**src/rtl/pidc_pkg.sv**
```systemverilog
`default_nettype none

package pidc_pkg;

  // Field widths
  localparam int unsigned IdW      = 24;
  localparam int unsigned ChanW    = 8;
  localparam int unsigned RadixW   = 9;
  localparam int unsigned NumChan  = 3;

  // Derived configuration widths (radix is at most 256 whenever the step is nonzero)
  localparam int unsigned SqW      = 2 * ChanW + 1;   // radix squared, up to 2^16
  localparam int unsigned CubeW    = IdW + 1;         // radix cubed, up to 2^24
  localparam int unsigned InvR2W   = IdW - 1;         // floor(2^IdW / r2), r2 >= 4
  localparam int unsigned InvRW    = SqW;             // floor(2^SqW / r), r >= 2
  localparam int unsigned InvSW    = ChanW + 1;       // floor(2^ChanW / step), step >= 1

  // Datapath pipeline depth
  localparam int unsigned NumStages = 7;

  // Shared bit-serial divider in the configuration unit
  localparam int unsigned DivW     = CubeW;
  localparam int unsigned DvsW     = SqW;
  localparam int unsigned DivCntW  = $clog2(DivW);

  // Configuration port
  localparam int unsigned CfgIdxW  = 1;
  localparam int unsigned CfgDataW = RadixW;

  typedef enum logic [CfgIdxW-1:0] {
    CFG_DIGIT_RADIX = 1'b0,
    CFG_FULL_SCALE  = 1'b1
  } pidc_cfg_idx_e;

  typedef enum logic {
    OP_ID_TO_COLOR = 1'b0,
    OP_COLOR_TO_ID = 1'b1
  } pidc_op_e;

  typedef enum logic [1:0] {
    SEQ_IDLE,
    SEQ_SQUARE,
    SEQ_CUBE,
    SEQ_DIVIDE
  } pidc_seq_e;

  typedef enum logic [1:0] {
    JOB_STEP,
    JOB_INV_R2,
    JOB_INV_R,
    JOB_INV_S
  } pidc_job_e;

  typedef struct packed {
    logic [RadixW-1:0] radix;
    logic [ChanW-1:0]  step;
    logic              zero_step;
    logic [SqW-1:0]    r2;
    logic [CubeW-1:0]  r3;
    logic [InvR2W-1:0] inv_r2;
    logic [InvRW-1:0]  inv_r;
    logic [InvSW-1:0]  inv_s;
  } pidc_cfg_t;

  typedef struct packed {
    logic [NumStages-1:0] load;
  } pidc_pipe_t;

endpackage

`default_nettype wire

```
**src/rtl/pidc_cfg.sv**
```systemverilog
`default_nettype none

module pidc_cfg (
  input  logic                       clk_i,
  input  logic                       rst_ni,
  input  logic                       cfg_valid_i,
  output logic                       cfg_ready_o,
  input  logic [pidc_pkg::CfgIdxW-1:0]  cfg_index_i,
  input  logic [pidc_pkg::CfgDataW-1:0] cfg_data_i,
  output pidc_pkg::pidc_cfg_t        cfg_o,
  output logic                       busy_o
);
  import pidc_pkg::*;

  localparam logic [DivW-1:0] DivOneR2 = DivW'(1) << IdW;
  localparam logic [DivW-1:0] DivOneR  = DivW'(1) << SqW;
  localparam logic [DivW-1:0] DivOneS  = DivW'(1) << ChanW;

  logic                cfg_wr;
  logic [RadixW-1:0]   radix_q;
  logic [ChanW-1:0]    scale_q;

  pidc_seq_e           seq_q, seq_d;
  pidc_job_e           job_q, job_d;
  logic [DivCntW-1:0]  cnt_q, cnt_d;
  logic [DvsW:0]       rem_q, rem_d;
  logic [DivW-1:0]     quo_q, quo_d;
  logic [DvsW-1:0]     dvs_q, dvs_d;

  logic [ChanW-1:0]    step_q, step_d;
  logic [SqW-1:0]      r2_q, r2_d;
  logic [CubeW-1:0]    r3_q, r3_d;
  logic [InvR2W-1:0]   inv_r2_q, inv_r2_d;
  logic [InvRW-1:0]    inv_r_q, inv_r_d;
  logic [InvSW-1:0]    inv_s_q, inv_s_d;

  logic [2*RadixW-1:0]   sq_full;
  logic [SqW+RadixW-1:0] cube_full;
  logic [DvsW:0]         rem_sh;
  logic [DvsW:0]         rem_nx;
  logic [DivW-1:0]       quo_nx;

  assign cfg_ready_o = 1'b1;
  assign cfg_wr      = cfg_valid_i && cfg_ready_o;

  always_ff @(posedge clk_i or negedge rst_ni) begin
    if (!rst_ni) begin
      radix_q <= RadixW'(256);
      scale_q <= ChanW'(255);
    end else if (cfg_wr) begin
      case (cfg_index_i)
        CFG_DIGIT_RADIX: radix_q <= cfg_data_i;
        CFG_FULL_SCALE:  scale_q <= cfg_data_i[ChanW-1:0];
        default: ;
      endcase
    end
  end

  // restoring divider, one quotient bit per cycle
  assign sq_full   = radix_q * radix_q;
  assign cube_full = r2_q * radix_q;
  assign rem_sh    = {rem_q[DvsW-1:0], quo_q[DivW-1]};

  always_comb begin
    if (rem_sh >= {1'b0, dvs_q}) begin
      rem_nx = rem_sh - {1'b0, dvs_q};
      quo_nx = {quo_q[DivW-2:0], 1'b1};
    end else begin
      rem_nx = rem_sh;
      quo_nx = {quo_q[DivW-2:0], 1'b0};
    end
  end

  always_ff @(posedge clk_i or negedge rst_ni) begin
    if (!rst_ni) begin
      seq_q <= SEQ_SQUARE;
      job_q <= JOB_STEP;
      cnt_q <= '0;
    end else begin
      seq_q <= seq_d;
      job_q <= job_d;
      cnt_q <= cnt_d;
    end
  end

  always_ff @(posedge clk_i) begin
    rem_q    <= rem_d;
    quo_q    <= quo_d;
    dvs_q    <= dvs_d;
    step_q   <= step_d;
    r2_q     <= r2_d;
    r3_q     <= r3_d;
    inv_r2_q <= inv_r2_d;
    inv_r_q  <= inv_r_d;
    inv_s_q  <= inv_s_d;
  end

  always_comb begin
    seq_d    = seq_q;
    job_d    = job_q;
    cnt_d    = cnt_q;
    rem_d    = rem_q;
    quo_d    = quo_q;
    dvs_d    = dvs_q;
    step_d   = step_q;
    r2_d     = r2_q;
    r3_d     = r3_q;
    inv_r2_d = inv_r2_q;
    inv_r_d  = inv_r_q;
    inv_s_d  = inv_s_q;

    case (seq_q)
      SEQ_IDLE: ;
      SEQ_SQUARE: begin
        r2_d  = sq_full[SqW-1:0];
        seq_d = SEQ_CUBE;
      end
      SEQ_CUBE: begin
        r3_d  = cube_full[CubeW-1:0];
        rem_d = '0;
        quo_d = DivW'(scale_q);
        dvs_d = DvsW'(radix_q - RadixW'(1));
        cnt_d = DivCntW'(DivW - 1);
        job_d = JOB_STEP;
        seq_d = SEQ_DIVIDE;
      end
      SEQ_DIVIDE: begin
        rem_d = rem_nx;
        quo_d = quo_nx;
        cnt_d = cnt_q - DivCntW'(1);
        if (cnt_q == '0) begin
          // job done: store quotient, set up the next one, or go idle after the last
          rem_d = '0;
          cnt_d = DivCntW'(DivW - 1);
          case (job_q)
            JOB_STEP: begin
              step_d = quo_nx[ChanW-1:0];
              quo_d  = DivOneR2;
              dvs_d  = r2_q;
              job_d  = JOB_INV_R2;
            end
            JOB_INV_R2: begin
              inv_r2_d = quo_nx[InvR2W-1:0];
              quo_d    = DivOneR;
              dvs_d    = DvsW'(radix_q);
              job_d    = JOB_INV_R;
            end
            JOB_INV_R: begin
              inv_r_d = quo_nx[InvRW-1:0];
              quo_d   = DivOneS;
              dvs_d   = DvsW'(step_q);
              job_d   = JOB_INV_S;
            end
            JOB_INV_S: begin
              inv_s_d = quo_nx[InvSW-1:0];
              seq_d   = SEQ_IDLE;
            end
            default: seq_d = SEQ_IDLE;
          endcase
        end
      end
      default: seq_d = SEQ_SQUARE;
    endcase

    // any write restarts the precompute
    if (cfg_wr) begin
      seq_d = SEQ_SQUARE;
    end
  end

  assign busy_o = (seq_q != SEQ_IDLE);

  always_comb begin
    cfg_o.radix     = radix_q;
    cfg_o.step      = step_q;
    cfg_o.zero_step = (radix_q[RadixW-1:1] == '0) || (step_q == '0);
    cfg_o.r2        = r2_q;
    cfg_o.r3        = r3_q;
    cfg_o.inv_r2    = inv_r2_q;
    cfg_o.inv_r     = inv_r_q;
    cfg_o.inv_s     = inv_s_q;
  end

endmodule

`default_nettype wire

```
**src/rtl/pidc_enc.sv**
```systemverilog
`default_nettype none

module pidc_enc (
  input  logic                       clk_i,
  input  pidc_pkg::pidc_pipe_t       pipe_i,
  input  pidc_pkg::pidc_cfg_t        cfg_i,
  input  logic [pidc_pkg::IdW-1:0]   object_id_i,
  output logic [pidc_pkg::ChanW-1:0] red_level_o,
  output logic [pidc_pkg::ChanW-1:0] green_level_o,
  output logic [pidc_pkg::ChanW-1:0] blue_level_o,
  output logic                       oor_o
);
  import pidc_pkg::*;

  // s1: reciprocal estimate of id / r2
  logic [IdW+InvR2W-1:0] prod1;
  logic [RadixW-1:0]     q1_q;
  logic [IdW-1:0]        id1_q;
  logic                  oor1_q;

  // s2: back-multiply
  logic [SqW+RadixW-1:0] m2_q;
  logic [RadixW-1:0]     q2_q;
  logic [IdW-1:0]        id2_q;
  logic                  oor2_q;

  // s3: correct red digit
  logic [SqW+RadixW-1:0] diff3;
  logic [SqW:0]          dlow3;
  logic [ChanW-1:0]      dr3_d, dr3_q;
  logic [SqW-1:0]        rem3_d, rem3_q;
  logic                  oor3_q;

  // s4: reciprocal estimate of rem / r
  logic [SqW+InvRW-1:0]  prod4;
  logic [RadixW-1:0]     g4_q;
  logic [SqW-1:0]        rem4_q;
  logic [ChanW-1:0]      dr4_q;
  logic                  oor4_q;

  // s5: back-multiply
  logic [2*RadixW-1:0]   mg5_q;
  logic [RadixW-1:0]     g5_q;
  logic [SqW-1:0]        rem5_q;
  logic [ChanW-1:0]      dr5_q;
  logic                  oor5_q;

  // s6: correct green digit, blue is the remainder
  logic [SqW:0]          diff6;
  logic [RadixW:0]       dlow6;
  logic [ChanW-1:0]      dg6_d, db6_d;
  logic [ChanW-1:0]      dr6_q, dg6_q, db6_q;
  logic                  oor6_q;

  // s7: scale digits to levels
  logic [2*ChanW-1:0]    lr7, lg7, lb7;
  logic [ChanW-1:0]      lr7_q, lg7_q, lb7_q;
  logic                  oor7_q;

  assign prod1 = object_id_i * cfg_i.inv_r2;

  always_ff @(posedge clk_i) begin
    if (pipe_i.load[0]) begin
      q1_q   <= prod1[IdW +: RadixW];
      id1_q  <= object_id_i;
      oor1_q <= ({1'b0, object_id_i} >= cfg_i.r3);
    end
  end

  always_ff @(posedge clk_i) begin
    if (pipe_i.load[1]) begin
      m2_q   <= q1_q * cfg_i.r2;
      q2_q   <= q1_q;
      id2_q  <= id1_q;
      oor2_q <= oor1_q;
    end
  end

  always_comb begin
    diff3 = (SqW+RadixW)'(id2_q) - m2_q;
    dlow3 = diff3[SqW:0];
    if (dlow3 >= {1'b0, cfg_i.r2}) begin
      dr3_d  = q2_q[ChanW-1:0] + ChanW'(1);
      rem3_d = SqW'(dlow3 - {1'b0, cfg_i.r2});
    end else begin
      dr3_d  = q2_q[ChanW-1:0];
      rem3_d = dlow3[SqW-1:0];
    end
  end

  always_ff @(posedge clk_i) begin
    if (pipe_i.load[2]) begin
      dr3_q  <= dr3_d;
      rem3_q <= rem3_d;
      oor3_q <= oor2_q;
    end
  end

  assign prod4 = rem3_q * cfg_i.inv_r;

  always_ff @(posedge clk_i) begin
    if (pipe_i.load[3]) begin
      g4_q   <= prod4[SqW +: RadixW];
      rem4_q <= rem3_q;
      dr4_q  <= dr3_q;
      oor4_q <= oor3_q;
    end
  end

  always_ff @(posedge clk_i) begin
    if (pipe_i.load[4]) begin
      mg5_q  <= g4_q * cfg_i.radix;
      g5_q   <= g4_q;
      rem5_q <= rem4_q;
      dr5_q  <= dr4_q;
      oor5_q <= oor4_q;
    end
  end

  always_comb begin
    diff6 = {1'b0, rem5_q} - (SqW+1)'(mg5_q);
    dlow6 = diff6[RadixW:0];
    if (dlow6 >= {1'b0, cfg_i.radix}) begin
      dg6_d = g5_q[ChanW-1:0] + ChanW'(1);
      db6_d = ChanW'(dlow6 - {1'b0, cfg_i.radix});
    end else begin
      dg6_d = g5_q[ChanW-1:0];
      db6_d = dlow6[ChanW-1:0];
    end
  end

  always_ff @(posedge clk_i) begin
    if (pipe_i.load[5]) begin
      dr6_q  <= dr5_q;
      dg6_q  <= dg6_d;
      db6_q  <= db6_d;
      oor6_q <= oor5_q;
    end
  end

  assign lr7 = dr6_q * cfg_i.step;
  assign lg7 = dg6_q * cfg_i.step;
  assign lb7 = db6_q * cfg_i.step;

  always_ff @(posedge clk_i) begin
    if (pipe_i.load[6]) begin
      lr7_q  <= lr7[ChanW-1:0];
      lg7_q  <= lg7[ChanW-1:0];
      lb7_q  <= lb7[ChanW-1:0];
      oor7_q <= oor6_q;
    end
  end

  assign red_level_o   = lr7_q;
  assign green_level_o = lg7_q;
  assign blue_level_o  = lb7_q;
  assign oor_o         = oor7_q;

endmodule

`default_nettype wire

```
**src/rtl/pidc_dec.sv**
```systemverilog
`default_nettype none

module pidc_dec (
  input  logic                       clk_i,
  input  pidc_pkg::pidc_pipe_t       pipe_i,
  input  pidc_pkg::pidc_cfg_t        cfg_i,
  input  logic [pidc_pkg::ChanW-1:0] red_in_i,
  input  logic [pidc_pkg::ChanW-1:0] green_in_i,
  input  logic [pidc_pkg::ChanW-1:0] blue_in_i,
  output logic [pidc_pkg::IdW-1:0]   decoded_id_o
);
  import pidc_pkg::*;

  // lane 0 red, 1 green, 2 blue
  logic [NumChan-1:0][ChanW-1:0]       vin;
  logic [NumChan-1:0][ChanW+InvSW-1:0] pq1;
  logic [NumChan-1:0][ChanW-1:0]       lo1_q, v1_q;
  logic [NumChan-1:0][2*ChanW-1:0]     ml2_q;
  logic [NumChan-1:0][ChanW-1:0]       lo2_q, v2_q;
  logic [NumChan-1:0][ChanW:0]         diff3;
  logic [NumChan-1:0][ChanW-1:0]       lo3_d, rem3_d, lo3_q, rem3_q;
  logic [NumChan-1:0][RadixW-1:0]      dup4;
  logic [NumChan-1:0][ChanW-1:0]       d4_d, d4_q;
  logic [RadixW-1:0]                   rmax;

  logic [ChanW+SqW-1:0]    pr5_q;
  logic [ChanW+RadixW-1:0] pg5_q;
  logic [ChanW-1:0]        db5_q;
  logic [ChanW+SqW-1:0]    part6_q;
  logic [ChanW-1:0]        db6_q;
  logic [ChanW+SqW-1:0]    sum7;
  logic [IdW-1:0]          id7_q;

  assign vin[0] = red_in_i;
  assign vin[1] = green_in_i;
  assign vin[2] = blue_in_i;
  assign rmax   = cfg_i.radix - RadixW'(1);

  always_comb begin
    for (int c = 0; c < NumChan; c++) begin
      pq1[c] = vin[c] * cfg_i.inv_s;
    end
  end

  always_ff @(posedge clk_i) begin
    if (pipe_i.load[0]) begin
      for (int c = 0; c < NumChan; c++) begin
        lo1_q[c] <= pq1[c][ChanW +: ChanW];
        v1_q[c]  <= vin[c];
      end
    end
  end

  always_ff @(posedge clk_i) begin
    if (pipe_i.load[1]) begin
      for (int c = 0; c < NumChan; c++) begin
        ml2_q[c] <= lo1_q[c] * cfg_i.step;
        lo2_q[c] <= lo1_q[c];
        v2_q[c]  <= v1_q[c];
      end
    end
  end

  // estimate can be one low: fix quotient and remainder
  always_comb begin
    for (int c = 0; c < NumChan; c++) begin
      diff3[c] = {1'b0, v2_q[c]} - ml2_q[c][ChanW:0];
      if (diff3[c] >= {1'b0, cfg_i.step}) begin
        lo3_d[c]  = lo2_q[c] + ChanW'(1);
        rem3_d[c] = ChanW'(diff3[c] - {1'b0, cfg_i.step});
      end else begin
        lo3_d[c]  = lo2_q[c];
        rem3_d[c] = diff3[c][ChanW-1:0];
      end
    end
  end

  always_ff @(posedge clk_i) begin
    if (pipe_i.load[2]) begin
      lo3_q  <= lo3_d;
      rem3_q <= rem3_d;
    end
  end

  // round half up, then clamp to the top digit
  always_comb begin
    for (int c = 0; c < NumChan; c++) begin
      if ((rem3_q[c] != '0) && ((cfg_i.step - rem3_q[c]) <= rem3_q[c])) begin
        dup4[c] = {1'b0, lo3_q[c]} + RadixW'(1);
      end else begin
        dup4[c] = {1'b0, lo3_q[c]};
      end
      if (dup4[c] > rmax) begin
        d4_d[c] = rmax[ChanW-1:0];
      end else begin
        d4_d[c] = dup4[c][ChanW-1:0];
      end
    end
  end

  always_ff @(posedge clk_i) begin
    if (pipe_i.load[3]) begin
      d4_q <= d4_d;
    end
  end

  always_ff @(posedge clk_i) begin
    if (pipe_i.load[4]) begin
      pr5_q <= d4_q[0] * cfg_i.r2;
      pg5_q <= d4_q[1] * cfg_i.radix;
      db5_q <= d4_q[2];
    end
  end

  always_ff @(posedge clk_i) begin
    if (pipe_i.load[5]) begin
      part6_q <= pr5_q + (ChanW+SqW)'(pg5_q);
      db6_q   <= db5_q;
    end
  end

  assign sum7 = part6_q + (ChanW+SqW)'(db6_q);

  always_ff @(posedge clk_i) begin
    if (pipe_i.load[6]) begin
      id7_q <= sum7[IdW-1:0];
    end
  end

  assign decoded_id_o = id7_q;

endmodule

`default_nettype wire

```
**src/rtl/picking_id_color_codec_unit.sv**
```systemverilog
`default_nettype none

// Picking-ID color codec. op 0 splits object_id into three base-radix digits
// (red most significant) and returns digit*step per channel, where
// step = channel_full_scale / (digit_radix - 1); ok drops for an id of radix
// cubed or more. op 1 rounds each channel to the nearest step multiple (ties
// up, clamped at radix-1) and rebuilds the id. A zero step gives ok=0 with all
// fields zero; fields unused by the op read zero.
// Throughput is one transaction per cycle while in_stall_o stays low, through
// a 7-stage pipeline: the divisions by radix squared, radix and step run as
// multiplications by reciprocals with a one-step correction. Those reciprocals
// and the step are computed by a shared bit-serial divider, the radix powers
// by multiplication, whenever configuration changes: after reset and after
// every register write the input stalls while the square, the cube and four
// divisions are computed. Configuration writes are always taken (cfg_ready_o is
// tied high); a write restarts that computation. The output register holds a
// result under out_stall_i while empty stages upstream keep filling.

module picking_id_color_codec_unit (
  input  logic                          clk_i,
  input  logic                          rst_ni,

  input  logic                          cfg_valid_i,
  output logic                          cfg_ready_o,
  input  logic [pidc_pkg::CfgIdxW-1:0]  cfg_index_i,
  input  logic [pidc_pkg::CfgDataW-1:0] cfg_data_i,

  input  logic                          in_valid_i,
  output logic                          in_stall_o,
  input  logic                          op_i,
  input  logic [pidc_pkg::IdW-1:0]      object_id_i,
  input  logic [pidc_pkg::ChanW-1:0]    red_in_i,
  input  logic [pidc_pkg::ChanW-1:0]    green_in_i,
  input  logic [pidc_pkg::ChanW-1:0]    blue_in_i,

  output logic                          out_valid_o,
  input  logic                          out_stall_i,
  output logic                          ok_o,
  output logic [pidc_pkg::ChanW-1:0]    red_level_o,
  output logic [pidc_pkg::ChanW-1:0]    green_level_o,
  output logic [pidc_pkg::ChanW-1:0]    blue_level_o,
  output logic [pidc_pkg::IdW-1:0]      decoded_id_o
);
  import pidc_pkg::*;

  pidc_cfg_t             cfg;
  logic                  cfg_busy;
  pidc_pipe_t            pipe;

  logic [NumStages-1:0]  valid_q, valid_d;
  logic [NumStages-1:0]  free;
  logic [NumStages-1:0]  op_q;
  logic                  accept;
  logic                  op_last;

  logic [ChanW-1:0]      lvl_r, lvl_g, lvl_b;
  logic                  oor;
  logic [IdW-1:0]        dec_id;

  // Config registers plus derived constants
  pidc_cfg u_cfg (
    .clk_i       (clk_i),
    .rst_ni      (rst_ni),
    .cfg_valid_i (cfg_valid_i),
    .cfg_ready_o (cfg_ready_o),
    .cfg_index_i (cfg_index_i),
    .cfg_data_i  (cfg_data_i),
    .cfg_o       (cfg),
    .busy_o      (cfg_busy)
  );

  // A stage can load when it is empty or its content moves on this cycle.
  always_comb begin
    free[NumStages-1] = !valid_q[NumStages-1] || !out_stall_i;
    for (int k = NumStages - 2; k >= 0; k--) begin
      free[k] = !valid_q[k] || free[k+1];
    end
  end

  assign in_stall_o = cfg_busy || !free[0];
  assign accept     = in_valid_i && !in_stall_o;
  assign pipe.load  = free;

  always_comb begin
    valid_d[0] = free[0] ? accept : valid_q[0];
    for (int k = 1; k < NumStages; k++) begin
      valid_d[k] = free[k] ? valid_q[k-1] : valid_q[k];
    end
  end

  always_ff @(posedge clk_i or negedge rst_ni) begin
    if (!rst_ni) begin
      valid_q <= '0;
    end else begin
      valid_q <= valid_d;
    end
  end

  // op travels alongside the data
  always_ff @(posedge clk_i) begin
    if (free[0]) begin
      op_q[0] <= op_i;
    end
    for (int k = 1; k < NumStages; k++) begin
      if (free[k]) begin
        op_q[k] <= op_q[k-1];
      end
    end
  end

  // id -> color lane
  pidc_enc u_enc (
    .clk_i         (clk_i),
    .pipe_i        (pipe),
    .cfg_i         (cfg),
    .object_id_i   (object_id_i),
    .red_level_o   (lvl_r),
    .green_level_o (lvl_g),
    .blue_level_o  (lvl_b),
    .oor_o         (oor)
  );

  // color -> id lane
  pidc_dec u_dec (
    .clk_i        (clk_i),
    .pipe_i       (pipe),
    .cfg_i        (cfg),
    .red_in_i     (red_in_i),
    .green_in_i   (green_in_i),
    .blue_in_i    (blue_in_i),
    .decoded_id_o (dec_id)
  );

  // Output selection from the last stage registers. The user must keep config
  // static while a result is pending (not enforced here) so these hold under stall.
  assign op_last       = op_q[NumStages-1];
  assign out_valid_o   = valid_q[NumStages-1];
  assign ok_o          = !cfg.zero_step && ((op_last == OP_COLOR_TO_ID) || !oor);
  assign red_level_o   = (ok_o && (op_last == OP_ID_TO_COLOR)) ? lvl_r : '0;
  assign green_level_o = (ok_o && (op_last == OP_ID_TO_COLOR)) ? lvl_g : '0;
  assign blue_level_o  = (ok_o && (op_last == OP_ID_TO_COLOR)) ? lvl_b : '0;
  assign decoded_id_o  = (ok_o && (op_last == OP_COLOR_TO_ID)) ? dec_id : '0;

  // An accepted transaction lands in the first stage.
  a_accept_lands: assert property (@(posedge clk_i) disable iff (!rst_ni)
    in_valid_i && !in_stall_o |=> valid_q[0])
    else $error("accepted transaction missing from first stage");

  // A valid item in the first stage moves into a free second stage.
  a_stage_moves: assert property (@(posedge clk_i) disable iff (!rst_ni)
    valid_q[0] && free[1] |=> valid_q[1])
    else $error("item lost between first and second stage");

  // A new result only comes from the stage before the output.
  a_out_source: assert property (@(posedge clk_i) disable iff (!rst_ni)
    $rose(out_valid_o) |-> $past(valid_q[NumStages-2]))
    else $error("result appeared without a preceding item");

  // A register write blocks input until the derived values are rebuilt.
  a_cfg_restart: assert property (@(posedge clk_i) disable iff (!rst_ni)
    cfg_valid_i && cfg_ready_o |=> cfg_busy && in_stall_o)
    else $error("config write did not restart precompute");

endmodule

`default_nettype wire

```
**config.mk**
```make
export PLATFORM = sky130hd
export DESIGN_NAME = picking_id_color_codec_unit
export DESIGN_NICKNAME = d
export VERILOG_FILES = /design/src/rtl/pidc_pkg.sv /design/src/rtl/pidc_cfg.sv /design/src/rtl/pidc_enc.sv /design/src/rtl/pidc_dec.sv /design/src/rtl/picking_id_color_codec_unit.sv
export SDC_FILE = /design/constraint.sdc
export NUM_CORES = 2
export LEC_CHECK = 0
export ABC_AREA = 1
export BUFFER_PORTS_ARGS = -buffer_cell sky130_fd_sc_hd__buf_2
export CAP_MARGIN = 20
export CORE_ASPECT_RATIO = 1.75
export CORE_MARGIN = 1.5
export CORE_UTILIZATION = 25
export CTS_CLUSTER_SIZE = 14
export DETAILED_ROUTE_END_ITERATION = 6
export GPL_TIMING_DRIVEN = 0
export SYNTH_ARGS = -nofsm -noshare
export SYNTH_HDL_FRONTEND = slang
export SYNTH_HIERARCHICAL = 1
export SYNTH_SLANG_ARGS = --single-unit
```
**constraint.sdc**
```tcl
create_clock -name clk_i -period 10.8 [get_ports clk_i]
set_clock_uncertainty 0.05 [all_clocks]
set_input_delay 2.16 -clock clk_i [delete_from_list [all_inputs] [get_ports clk_i]]
set_output_delay 2.16 -clock clk_i [all_outputs]
set_load 0.05 [all_outputs]
```
## Word-level counts from Yosys, hierarchy flattened

Index checks and enable logic that the tools add are counted.

| storage, ports and cells | value |
|---|---|
| register bits | 712 |
| bits of input ports | 64 |
| output and inout bits | 52 |
| logic and storage cells | 240 |

| cells by class | value |
|---|---|
| add/sub/neg operators | 27 |
| $mul | 17 |
| order comparisons | 13 |
| equality and inequality tests | 10 |
| multiplexer cells | 39 |
| bitwise operators | 2 |
| reductions and logical operators | 47 |

Operators with widths:

| kind | count |
|---|---|
| two-way mux 8 bit | 15 |
| case mux 25 bit (3 select lines) | 1 |
| two-way mux 17 bit | 4 |
| case mux 17 bit (2 select lines) | 2 |
| subtractor 8 bit | 7 |
| case mux 17 bit (3 select lines) | 1 |
| case mux 25 bit (2 select lines) | 1 |
| multiplier 8 x 9 -> 16 bit | 3 |
| adder 8 x 1 -> 8 bit (second input constant) | 5 |
| greater-or-equal comparator 18 x 17 -> 1 bit | 2 |
| subtractor 17 bit | 2 |
| multiplier 24 x 23 -> 33 bit | 1 |
| adder 8 x 1 -> 9 bit (second input constant) | 3 |
| greater-or-equal comparator 9 x 8 -> 1 bit | 3 |
| greater-than comparator 9 bit | 3 |
| multiplier 8 x 8 -> 9 bit | 3 |
| two-way mux 9 bit | 3 |
| subtractor 8 x 9 -> 9 bit | 3 |
| multiplier 17 x 17 -> 26 bit | 1 |
| greater-or-equal comparator 24 x 25 -> 1 bit | 1 |
| multiplier 17 x 9 -> 25 bit | 1 |
| two-way mux 25 bit | 1 |
| adder 24 x 17 -> 24 bit | 1 |
| adder 24 x 8 -> 24 bit | 1 |
| other kinds (37) | 87 |

## Depth between registers and ports, before layout

| depth | value |
|---|---|
| word-level depth | 12 |
| depth in mapped cells | 30 |
| gate-level depth less buffers | 28 |

## Cells and area by module

The synthesis kept the hierarchy.

By module, submodules not included:

| module | instances | cells an instance | area each (um^2) | sequential area each (um^2) |
|---|---|---|---|---|
| pidc_enc | 1 | 5121 | 41175.7 | 6426.2 |
| pidc_dec | 1 | 4403 | 35168.7 | 9008.6 |
| pidc_cfg | 1 | 1770 | 15279.7 | 5377.7 |
| picking_id_color_codec_unit | 1 | 141 | 904.6 | 385.4 |

## Least setup slack after synthesis

OpenSTA, ideal clock, no wires.

| timing path | value |
|---|---|
| kind | input-to-output |
| start point | input port out_stall_i |
| end point | output port in_stall_o |
| arrival time | 9.315 ns |
| data required time | 8.590 ns |
| path slack | -0.725 ns |
| stages | 4 |
| path buffers | 0 |
| path through | nand4_1 nor2_2 nand4_1 nand2_1 |

| between the ends | value |
|---|---|
| cells in the longest elaborated chain, start to end | 10 |

RTL lines:

| what | line | source |
|---|---|---|
| start, declared | picking_id_color_codec_unit.sv:37 | `input logic out_stall_i,` |
| zero test 1 bit | picking_id_color_codec_unit.sv:74 | `free[NumStages-1] = !valid_q[NumStages-1] \|\| !out_stall_i;` |
| logical OR 1 bit | picking_id_color_codec_unit.sv:74 |  |
| logical OR 1 bit (6 in a row) | picking_id_color_codec_unit.sv:76 | `free[k] = !valid_q[k] \|\| free[k+1];` |
| via free[0] | picking_id_color_codec_unit.sv:51 | `logic [NumStages-1:0] free;` |
| zero test 1 bit | picking_id_color_codec_unit.sv:80 | `assign in_stall_o = cfg_busy \|\| !free[0];` |
| logical OR 1 bit | picking_id_color_codec_unit.sv:80 |  |
| end, declared | picking_id_color_codec_unit.sv:29 | `output logic in_stall_o,` |

The timed path passes the listed nets, and every way through them passes these cells.

## Final worst setup path

| timing path | value |
|---|---|
| start point | input port object_id_i[14] in the netlist's numbering |
| end point | register u_enc.q1_q[7], data pin |

| between the ends | value |
|---|---|
| cells in the longest elaborated chain, start to end | 1 |

RTL lines:

| what | line | source |
|---|---|---|
| start, declared | picking_id_color_codec_unit.sv:31 | `input logic [pidc_pkg::IdW-1:0] object_id_i,` |
| multiplier 24 x 23 -> 33 bit | pidc_enc.sv:60 | `assign prod1 = object_id_i * cfg_i.inv_r2;` |
| via u_enc.prod1[31] | pidc_enc.sv:16 | `logic [IdW+InvR2W-1:0] prod1;` |
| end signal, assigned | pidc_enc.sv:64 | `q1_q <= prod1[IdW +: RadixW];` |
| end, declared | pidc_enc.sv:17 | `logic [RadixW-1:0] q1_q;` |

The timed path passes the listed nets, and every way through them passes these cells.
A chain may end at the register's enable or synchronous reset.

==> flow_summary.yaml <==
worst_setup_path:
  cp-end-kind: "register"
  crit_type: "input port to register"
  cp_data_arrival_time_ns: 9.42
  critPathMaxFanout: 10
  worstPathRequired_ns: 11.19
  worstSetupStartpointType: "input port"
  reg2reg_from: "u_cfg/inv_r2_q[8]$_DFFE_PP_"
  ff2ff_path_depth: 24
  r2r_end: "u_enc/q1_q[7]$_DFFE_PP_"
  r2r_slack_ns: 3.04
detailed_routing:
  vias: 72000
  drc: 1
  wirelength_um: 273000
  drt_iter0_drc: 3518
  detail_route.wl_per_cell_um: 16.5
  drt-pass1-iter-count: 7
  drtAntennaViolNets: 0
  vias_per_cell: 4.34
timing:
  period_needed_ns: 9.02
  period_share: 0.836
  setup_viol_count_final: 0
  max_freq_mhz: 111
  hold_viol: 0
  maxSlewViolCount: 0
  finalSetupTns_ns: 0
  relSlewSlack: 0.202
  tightest_slew_ns: 1.20
  setup_ws_ns: 1.78
  rsz0062_at_grt: "false"
placed_design:
  dp_hpwl_um: 231000
  dp.cells: 16500
  globalplace.congestion: 0.945
  pre_cts_slack_ns: 1.22
  io_buffers: 114
floorplanning:
  pin_count: 116
  initial_utilization: 0.251
  fp-row-count: 295
  die-area_um2: 374000
  fp.dieH_um: 808
  die_w_um: 463
  core_area_um2: 369000
cells_and_area:
  final_cells: 16600
  nNetsFinal: 13700
  final_core_util: 0.277
  area_delta_synth_final_pct: 10.5
  drive_gt1_frac: 0.0343
  final_cell_mix: "nand2_1 (3129), inv_1 (3016), fa_1 (1166), ha_1 (825), edfxtp_1 (678)"
  final_common_cell: "nand2_1"
clocking:
  holdBufCountCts: 0
  cts_setup_buffers: 0
  cts_root_buf: "clkbuf_16"
  cts_inserted_buffers: 72
  cts_resized: 0
  clkTransAtPathRegs_ns: 0.07
  cts.sinks: 711
  cts_tree: "built"
  clkLatencyLatePin_ns: 0.69
  h-tree-depth: 3
  clock_path_buffers: 3
synthesis:
  synth_warnings: 6
  syn_avg_cell_area_um2: 8.09
  yosys.area.top_type: "fa_1"
  synth_cell_types: 59
  synth.top_cell.area_share: 0.252
  ys_seq_area_frac: 0.229
  synth_edf_count: 678
  syn_area_um2: 92500
  synth_ff_type: "edfxtp_1"
  syn_inst: 11400
  synthTopCellsByArea: "fa_1 (25%), edfxtp_1 (22%), nand2_1 (13%)"
  synth-seq-cells: 711
  async_flop_share: 0.0464
status:
  status: "finished with violations"
  violations: "DRC"
grt:
  antenna_found_initial: 24
  grt_use_total: 0.146
  grt_pass1_vias: 76300
  grt_pass1_wl_um: 424000
  overflow: 0
  grt_max_degree: 60
run:
  maxCapViolCount: 0
worst_hold_path:
  holdCritPathClass: "register to register"
  min_to: "u_enc/id2_q[7]$_DFFE_PP_"
  min_from: "u_enc/id1_q[7]$_DFFE_PP_"
  worstHoldPathCells: 0
[synthesized netlist by cell type, drive strengths merged (150+ instances only)]
cell and instances:
edfxtp 678, clkbuf 308, inv 3034, xor2 256, ha 825, o21ai 199
xnor2 150, nand2 3147, fa 1166, a21oi 363, nor2 377, nand3 416
[routing by layer]
metal	wire [um]	share of wire	track usage
met2	144000	0.53	0.279
met1	97100	0.36	0.146
met5	96	0.00035	0
met4	22300	0.081	0.103
met3	9520	0.035	0.0129
[logic make-up after synthesis]
| family | Yosys count | share of synthesized area |
|---|---|---|
| fa+ha+maj | 1991 | 0.364 |
| flops | 711 | 0.229 |
| other cells | 2 | 0.0000812 |
| xor+xnor | 406 | 0.0389 |
| buf+inv | 3426 | 0.141 |
| simple gates | 4199 | 0.185 |
| compound gates | 700 | 0.0426 |
[sequential cells by signal (all words and copies together) (netlist names), 17 cells and up]
register and cells:
u_cfg/inv_r_q 17, u_enc/m2_q 18, u_enc/id2_q 18, u_dec/ml2_q 27, u_enc/id1_q 18, u_dec/rem3_q 24
u_dec/pr5_q 24, u_dec/lo2_q 24, u_cfg/r3_q 25, u_enc/rem3_q 17, u_dec/d4_q 24, u_dec/lo3_q 24
u_dec/v1_q 24, u_cfg/dvs_q 17, u_dec/part6_q 24, u_dec/v2_q 24, u_cfg/quo_q 25, u_cfg/rem_q 17
u_dec/pg5_q 17, u_dec/lo1_q 24, u_dec/decoded_id_o 24, u_cfg/inv_r2_q 23
[worst max-delay path, stage by stage]
cell and delay (ns):
buf_2 0.20, clkbuf_1 0.69, buf_1 0.77, nand2_1 0.15, fa_1 0.53, inv_1 0.05, fa_1 0.47, inv_1 0.05
fa_1 0.49, inv_1 0.05, fa_1 0.57, fa_1 0.44, fa_1 0.49, inv_1 0.05, fa_1 0.55, inv_1 0.06
ha_1 0.41, nand2_1 0.13, nor3_1 0.48, a21oi_1 0.14, o21ai_0 0.19, a31oi_1 0.11, nand3_1 0.11, nand2_1 0.05
[worst max-delay path by stage]
stage / start / depth (start not counted) / end
after floorplan: out_stall_i / 4 / in_stall_o
final: object_id_i[14] / 24 / u_enc/q1_q[7]$_DFFE_PP_
after CTS: object_id_i[14] / 24 / u_enc/q1_q[7]$_DFFE_PP_
after detailed placement: object_id_i[13] / 22 / u_enc/q1_q[7]$_DFFE_PP_
after global placement: out_stall_i / 6 / in_stall_o
after global routing: object_id_i[14] / 24 / u_enc/q1_q[7]$_DFFE_PP_
[stage by stage]
stage                     area (um^2)  hold WS [ns]
after floorplan                 92600         0.350
after global placement          99300         0.351
after detailed placement        99800         0.355
after CTS                      102000         0.357
after global routing           102000         0.372
final                          102000         0.358
[area by class of cell]
type | count | area (um^2)
antenna | 5 | 12.5
buffer | 386 | 1630
clock buffer | 85 | 1860
clock inverter | 43 | 579
fill | 39600 | 266000
inverter | 3040 | 11400
multi-input combinational | 7304 | 58400
sequential | 711 | 21200
tap | 4900 | 6130
timing repair buffer | 139 | 1050
Power is not shown: default switching activity piles up to over one toggle a cycle in this logic, so the estimate is an artifact.
